<file path="config.mk">
export PLATFORM = sky130hd
export DESIGN_NAME = vse_line_delay
export DESIGN_NICKNAME = d
export VERILOG_FILES = /design/src/rtl/voxel_surface_extract_6n_core_macros.svh /design/src/rtl/vse_line_delay.sv
export SDC_FILE = /design/constraint.sdc
export NUM_CORES = 1
export LEC_CHECK = 0
export BUFFER_PORTS_ARGS = -buffer_cell sky130_fd_sc_hd__buf_2
export CAP_MARGIN = 10
export CORE_UTILIZATION = 66
export CTS_CLUSTER_SIZE = 10
export DETAILED_ROUTE_END_ITERATION = 10
export PLACE_DENSITY_LB_ADDON = 0.15
export SLEW_MARGIN = 30
export SYNTH_ARGS = -nofsm -noshare
export SYNTH_HDL_FRONTEND = slang
export SYNTH_SLANG_ARGS = --single-unit
</file>
<file path="constraint.sdc">
create_clock -name clk -period 2.2 [get_ports clk]
set_input_delay 0.22 -clock clk [delete_from_list [all_inputs] [get_ports clk]]
set_output_delay 0.22 -clock clk [all_outputs]
set_load 0.005 [all_outputs]
</file>
<file path="src/rtl/voxel_surface_extract_6n_core_macros.svh">
// Assertion macros for the voxel surface extractor.
// Used by the top level; expects clk and rst_n in scope.
`ifndef VOXEL_SURFACE_EXTRACT_6N_CORE_MACROS_SVH
`define VOXEL_SURFACE_EXTRACT_6N_CORE_MACROS_SVH

`define VSE_ASSERT_ALWAYS(label, cond, msg) \
    label: assert property (@(posedge clk) disable iff (!rst_n) (cond)) else $error(msg);

`define VSE_ASSERT_NEXT(label, ante, cons, msg) \
    label: assert property (@(posedge clk) disable iff (!rst_n) (ante) |=> (cons)) else $error(msg);

`endif

</file>
<file path="src/rtl/vse_line_delay.sv">
// Bit delay line with a run-time length: insert at the tap, shift toward bit 0.
// No dependencies.
module vse_line_delay #(
    parameter int DEPTH = 64,
    parameter int TW    = $clog2(DEPTH)
) (
    input  logic          clk,
    input  logic          shift_en,
    input  logic [TW-1:0] tap,
    input  logic          din,
    output logic          dout
);

    logic [DEPTH-1:0] line_reg;
    logic [DEPTH-1:0] line_next;

    always_comb
    begin
        line_next      = {1'b0, line_reg[DEPTH-1:1]};
        line_next[tap] = din;
    end

    always_ff @(posedge clk)
    begin
        if (shift_en)
        begin
            line_reg <= line_next;
        end
    end

    assign dout = line_reg[0];

endmodule

</file>
Word-level counts from Yosys, hierarchy flattened --
Cells that the tools add are included.
Storage, ports and cells: bits in registers 64, memories kept 0, output and inout port bits 1, RAM bits 0, word-level logic and storage cells 7, latch bits 0, bits of input ports 9, ROM bits 0
Operators by class: shift operators 0, $mul 0, order comparisons 2, equality and inequality tests 0, reductions and logical operators 1, mux-type cells 3, $add $sub $neg 0, div/mod/pow operators 0, bitwise operators 0
Operators with widths (count):
- bitwise mux 64 bit | 1
- < comparator 6 x 7 -> 1 bit, second input constant | 1
- demux 1 bit (select 6 bit) | 1
- >= comparator 6 x 1 -> 1 bit, second input constant | 1
- logical AND 1 bit | 1
- 2-to-1 mux 1 bit | 1

Logic depth before layout (Yosys ltp) --
Gate-level depths: netlist of the first run.
word-level depth 5, mapped depth 5, depth with buffers taken out 3

Worst setup path before layout of the first run --
Ideal clock, no wire load.
path type in2reg, start input tap[0], end register line_reg[30], data pin, required time 1940 ps, library setup time 260 ps, stages 5, buffers on the path 2, path slack 902 ps, arrival time 1038 ps, cells stage by stage buf_6 -> and3b_1 -> buf_4 -> nand2_1 -> mux2_2
Between the ends: cells in the longest elaborated chain, start to end 5, elaborated cells on any way between the ends 6, classes of those cells 2 x order compare; 3 x mux; 1 x reduce/logical
RTL lines:
- start, declared | RTL line vse_line_delay.sv:9 | input logic [TW-1:0] tap,
- < comparator 6 x 7 -> 1 bit (not written as such) / >= comparator 6 x 1 -> 1 bit (equally long branches) | RTL line vse_line_delay.sv:20 | line_next[tap] = din;
- logical AND 1 bit (not written as such) | RTL line vse_line_delay.sv:20
- 2-to-1 mux 1 bit (not written as such) | RTL line vse_line_delay.sv:20
- demux 1 bit (select 6 bit) (*) | RTL line vse_line_delay.sv:20
- bitwise mux 64 bit (*) | RTL line vse_line_delay.sv:20
- via line_next[30] | RTL line vse_line_delay.sv:15 | logic [DEPTH-1:0] line_next;
- end signal, assigned | RTL line vse_line_delay.sv:27 | line_reg <= line_next;
- end, declared | RTL line vse_line_delay.sv:14 | logic [DEPTH-1:0] line_reg;
The timed path passes the listed nets; every way through them passes the cells marked *. A chain may end at the register's enable or synchronous reset.

Worst setup path after layout of the first run --
start input tap[0], end register line_reg[41], data pin
The elaborated chain is that of the path after synthesis.

==> results of run 1 <==
-- placed cells by master (no fill, tap or decap) --
master / Yosys / routed
mux2_1: 29 / 29
nand2_1: 63 / 63
clkinv_1: 0 / 4
mux2_4: 11 / 11
clkinvlp_4: 0 / 1
and3_1: 3 / 3
edfxtp_1: 64 / 64
clkinv_2: 0 / 1
nand3_1: 4 / 4
nor3b_4: 6 / 6
buf_2: 1 / 9
and3b_1: 6 / 6
nor3_4: 2 / 2
clkbuf_8: 0 / 9
mux2_2: 19 / 19
o21ai_0: 4 / 4
nand3b_1: 4 / 4
buf_12: 0 / 1
-- per-layer routing --
| layer | vias to the layer above | share of wire [%] | track usage, % |
|---|---|---|---|
| li1 | 852 | - | - |
| met2 | 55 | 50 | 39.6 |
| met1 | 878 | 43 | 32.3 |
| met4 | 0 | 0.86 | 11.3 |
| met5 | - | 0 | 0 |
| met3 | 5 | 6.0 | 4.28 |
-- power by group --
group	internal [uW]	switching [uW]
clock network	384	413
logic	80.2	116
registers	1430	20.1
-- worst paths after layout --
| kind | start | cells past startpoint | to | slack (ns) |
|---|---|---|---|---|
| hold reg to reg | line_reg[27] | 1 | line_reg[26] | 0.53 |
| hold / removal | shift_en | 2 | line_reg[63] | 0.42 |
| setup / recovery | tap[0] | 4 | line_reg[41] | 0.86 |
| setup reg to reg | line_reg[15] | 1 | line_reg[14] | 1.25 |
-- per-stage QoR --
step | hold slack, ns | cell area, um2 | setup WS, ns | total power (uW)
2_1_floorplan | 0.332 | 3300 | 0.902 | 1610
4_1_cts | 0.419 | 3450 | 0.862 | 2460
5_1_grt | 0.431 | 3450 | 0.800 | 2520
3_3_place_gp | 0.510 | 3300 | 0.555 | 1660
6_report | 0.420 | 3450 | 0.861 | 2440
3_5_place_dp | 0.522 | 3300 | 0.516 | 1670
-- logic make-up (layout without fill, tap and decap cells) --
| kind of cell | after synthesis | in the layout | share of synthesized area (%) |
|---|---|---|---|
| simple gates | 88 | 88 | 15.2 |
| flops | 64 | 64 | 58.2 |
| mux | 59 | 59 | 21.4 |
| buf+inv | 21 | 25 | 4.51 |
| compound gates | 4 | 4 | 0.607 |
-- layout make-up --
cell class | instances | area, um2
Tap cell | 67 | 83.8
Sequential cell | 64 | 1920
Clock buffer | 9 | 124
Timing Repair Buffer | 10 | 65.1
Fill cell | 340 | 1300
Clock inverter | 6 | 27.5
Multi-Input combinational cell | 151 | 1230
==> summary.md, run 1 <==
| Metric | Value |
|---|---|
| Clk Latency, worst-skew pair | about 0.33 ns |
| RSZ-0062 raised after global routing | false |
| Top cells by area, synth | edfxtp_1 (58%), mux2_1 (9.9%), nand2_1 (7.2%) |
| Asr flop ratio synth | 0% |
| Final period util | approximately 61% |
| Root buffer cell | clkbuf_8 |
| DR WL/cell | approximately 18 um |
| Final setup TNS | 0 ns |
| CTS Buf Count | 9 |
| Number of global-route vias before repair | 1848 |
| Startpoint types | primary input |
| Fin util | 72.6% |
| Crit end category | register |
| Top cell type's share of synthesized area | 58.2% |
| Die W | 72.7 um |
| Main synth FF type | edfxtp_1 |
| EDFF count, synth | 64 |
| N_diodes | 0 |
| Placement Rows | 25 |
| Delay-heaviest family, CP | simple AND/OR/NAND/NOR gates |
| Post-detail-place hpwl | 3.37 mm |
| Yosys warns | 0 |
| Antenna Nets Post-Route | 0 |
| Area grow syn2layout | 4.59% |
| Final Hold Violating Endpoints | 0 |
| Min Tclk post-route | about 1.3 ns |
| Netlist cell types | 17 |
| Ratio of cells with drive above 1 in the final layout | 24.6% |
| All-Layer GR Usage | roughly a quarter |
| Starting Density | 69.4% |
| Sequential area share after synthesis | 58.2% |
| Drt first-iter violations | 172 |
| Initial antenna violation count | 0 |
| Global-route wire length before repair | approximately 9.3 mm |
| Via count | 1790 |
| Status | complete, no violations |
| Post-CTS resize count | 0 |
| Final setup vio count | 0 |
| Worst relative slew slack | slightly below 40% |
| Post-Syn Instances | roughly 240 |
| Cell Area, Synth | 3300 um2 |
| Number of I/O port buffers | 9 |
| TritonCTS clock tree | built |
| Peak supply drop | 0.500 mV |
| Area leader, netlist | edfxtp_1 |
| Die height | 72.7 um |
| Final std cells w/o fill | 307 |
| Max FFs per register | 64 |
| Leak Pwr | ~0.0012 uW |
| DR pass1 iterations | 4 |
| Detailed Route WL | between 5 and 6 mm |
| CTS clk-pin slew, worst paths | 0.06 ns |
| CTS sink cnt | 64 |
| CP required | 2.27 ns |
| Max cap viols | 0 |
| Hold WC Path Type | in2reg |
| Post-Place Cells | 292 |
| WP buf/inv | 1 |
| Max incr delay on CP | around 0.47 ns |
| Full die area | 5290 um2 |
| Synthesized flop and latch total | 64 |
| Tightest Pin Transition | 0.910 ns |
| I/O pins | 10 |
| Setup bufs post-CTS | 0 |
| Max Clock Skew | 0.00605 ns |
| Drt drc | 0 |
| CTS Buffer Depth | 2 |
| Pins Over Slew Limit | 0 |
| Critical-path top delay cell | nor3b_4 |
| Syn Area/Cell | 14.0 um2 |
| Mapped Nets | 245 |
| Nets | between 200 and 250 |
| Crit path DAT | 1.41 ns |
| Critical path type | in2reg |
| Count leader, synth | edfxtp_1 |
| H-tree depth | 3 |
| CORE AREA | 4750 um2 |
| Fmax | 0.747 GHz |
| Commonest cells post-synth | edfxtp_1 (64), nand2_1 (63), mux2_1 (29), mux2_2 (19), mux2_4 (11) |
| Cell Pwr Density | 707 nW/um2 |
| Grt ovf | 0 |
| CP Cell Sequence | buf_2 > nor3b_4 > nand2_1 > mux2_1 |
| Largest net degree at the start of global routing | 65 |
| Worst-path fanout max | 10 |
| GPL Wtd Cong | 0.845 |
| DR vias/cell | 5.83 |
| CTS Hold Bufs | 0 |
Note: power is estimated with default switching activity, not from simulation.
==> inputs of run 2 (changes only) <==
ABC_AREA = 1   (was unset)
CORE_UTILIZATION = 61   (was 66)
clock period = 1.3 ns   (was 2.2 ns; I/O delays follow)
==> summary.md, run 2 <==
| Metric | Value |
|---|---|
| RSZ-0062 raised after global routing | false |
| Clk Latency, worst-skew pair | 0.34 ns |
| All-Layer GR Usage | 28.3% |
| Full die area | 5550 um2 |
| Cell Pwr Density | 1250 nW/um2 |
| Synthesized flop and latch total | 64 |
| TritonCTS clock tree | built |
| Final setup TNS | 0 ns |
| Drt first-iter violations | 249 |
| Crit end category | output port |
| Setup bufs post-CTS | 0 |
| Pins Over Slew Limit | 0 |
| CORE AREA | 5070 um2 |
| Status | complete, no violations |
| Count leader, synth | nand2_1 |
| Ratio of cells with drive above 1 in the final layout | 18.6% |
| Startpoint types | register |
| Placement Rows | 26 |
| Post-detail-place hpwl | 4.63 mm |
| Min Tclk post-route | between 0.9 and 1 ns |
| Post-Syn Instances | 335 |
| Max cap viols | 0 |
| Crit path DAT | about 0.85 ns |
| CP required | 1.17 ns |
| Sequential area share after synthesis | 60.0% |
| Initial antenna violation count | 0 |
| Via count | between 2000 and 3000 |
| CP Cell Sequence | buf_2 |
| Peak supply drop | 0.792 mV |
| CTS Hold Bufs | 0 |
| I/O pins | 10 |
| Main synth FF type | edfxtp_1 |
| Starting Density | between 60% and 70% |
| Mapped Nets | 344 |
| Critical path type | reg2out |
| Commonest non-fill, non-tap cell in the layout | nand2_1 |
| Post-CTS resize count | 0 |
| Hold WC Path Type | in2reg |
| Die W | 74.5 um |
| Delay-heaviest family, CP | flip-flops |
| Worst reg2reg path endpoint | line_reg[39] |
| Worst Hold End | line_reg[62] |
| Die height | between 70 and 80 um |
| R2r setup slk | 0.42 ns |
| Worst-path fanout max | 1 |
| GR Util met3 | 4.88% |
| Root buffer cell | clkbuf_8 |
| Final Total Pwr | 4470 uW |
| WP buf/inv | 1 |
| Final instance area | 3580 um2 |
| Antenna Nets Post-Route | 0 |
| H-tree depth | 3 |
| Leak Pwr | between 0.001 and 0.0015 uW |
| Routing usage on met2 | a little over two fifths |
| DR pass1 iterations | 5 |
| Fmax | 1.02 GHz |
| Met1 usage | 39.8% |
| Final setup vio count | 0 |
| Worst Hold Launch | din |
| Asr flop ratio synth | 0% |
| Most frequent cells in the layout | nand2_1 (106), nand3_1 (72), edfxtp_1 (64) |
| Fill count | 380 |
| CTS Buf Count | 9 |
| Largest net degree at the start of global routing | 65 |
| R2R Path Start | line_reg[40] |
| Top cells by area, synth | edfxtp_1 (60%), nand2_1 (12%), nand3_1 (11%) |
| Final period util | 75.3% |
| GRT busiest layer | met2 |
| Tightest Pin Transition | 0.361 ns |
| Netlist cell types | 19 |
| Detailed Route WL | 7.17 mm |
| Top cell type's share of synthesized area | 60.0% |
| CTS clk-pin slew, worst paths | roughly 0.07 ns |
| Number of global-route vias before repair | between 2000 and 2500 |
| Area grow syn2layout | 11.7% |
| Worst relative slew slack | 75.8% |
| Grt ovf | 0 |
| Hold path depth | 3 |
| Max FFs per register | 64 |
| Critical-path top delay cell | edfxtp_1 |
| CTS sink cnt | 64 |
| Yosys warns | 0 |
| CTS Buffer Depth | 2 |
| Commonest cells post-synth | nand2_1 (106), nand3_1 (72), edfxtp_1 (64), o21ai_0 (44), inv_2 (10) |
| Syn Area/Cell | 9.57 um2 |
| DR vias/cell | roughly 5.8 |
| Worst R2R Path Depth | 2 |
| Global-route wire length before repair | 11.2 mm |
| Number of I/O port buffers | 9 |
| GPL Wtd Cong | 0.871 |
| Max Clock Skew | slightly above 0.008 ns |
| Final Hold Violating Endpoints | 0 |
| Drt drc | 0 |
| Max incr delay on CP | 0.38 ns |
| Area leader, netlist | edfxtp_1 |
| DR WL/cell | 16.5 um |
| N_diodes | 0 |
| Cell Area, Synth | 3200 um2 |
| Nets | 370 |
| EDFF count, synth | 64 |
| Post-DP Area | 3400 um2 |
run 2: changes by cell type after synthesis, moves of 10 or more:
cell | previous run | this run
inv_2 | 0 | 10
o21ai_0 | 4 | 44
mux2_1 | 29 | 0
mux2_2 | 19 | 0
mux2_4 | 11 | 0
nand3_1 | 4 | 72
nand2_1 | 63 | 106
run 2: layer usage:
layer	up-vias	share of wire, %
met5	-	0
met4	0	3.3
met3	22	7.1
met2	109	46
met1	1171	43
li1	1225	-
run 2: worst max path at each step:
stage          slack [ns]  cells after the start      endpoint        start
5_1_grt              0.26                      6  line_reg[53]       tap[1]
4_1_cts              0.31                      1          dout  line_reg[0]
3_5_place_dp         0.05                      5  line_reg[53]       tap[1]
2_1_floorplan        0.25                      7  line_reg[17]       tap[0]
6_report             0.32                      1          dout  line_reg[0]
3_3_place_gp         0.09                      8   line_reg[8]       tap[2]
run 2: cell families after synthesis:
kind of cell / share of synthesized area (%)
compound gates: 7.34
flops: 60.0
buf+inv: 5.08
simple gates: 27.6
run 2: stage by stage:
stage	utilization [%]	worst slack, ns	hold slack (ns)	instances
detailed placement	67.0	0.0525	0.500	420
CTS	70.5	0.312	0.221	435
global placement	67.0	0.0941	0.491	420
floorplan	-	0.246	0.242	335
finish	70.5	0.322	0.229	435
global route	70.5	0.264	0.249	435
run 2: area by class of cell:
| cell class | instances | area [um2] | share of cell area, % |
|---|---|---|---|
| Tap cell | 70 | 87.6 | 2.45 |
| Timing Repair Buffer | 32 | 230 | 6.43 |
| Multi-Input combinational cell | 243 | 1120 | 31.3 |
| Sequential cell | 64 | 1920 | 53.7 |
| Inverter | 11 | 41.3 | 1.15 |
| Clock buffer | 11 | 131 | 3.67 |
| Clock inverter | 4 | 46.3 | 1.29 |
run 2: power by group:
part	internal [uW]	leakage, uW	switching, uW
combinational	119	0.000667	291
clock	867	0.0000868	742
sequential	2420	0.000627	36.0
total	3400	0.00138	1070
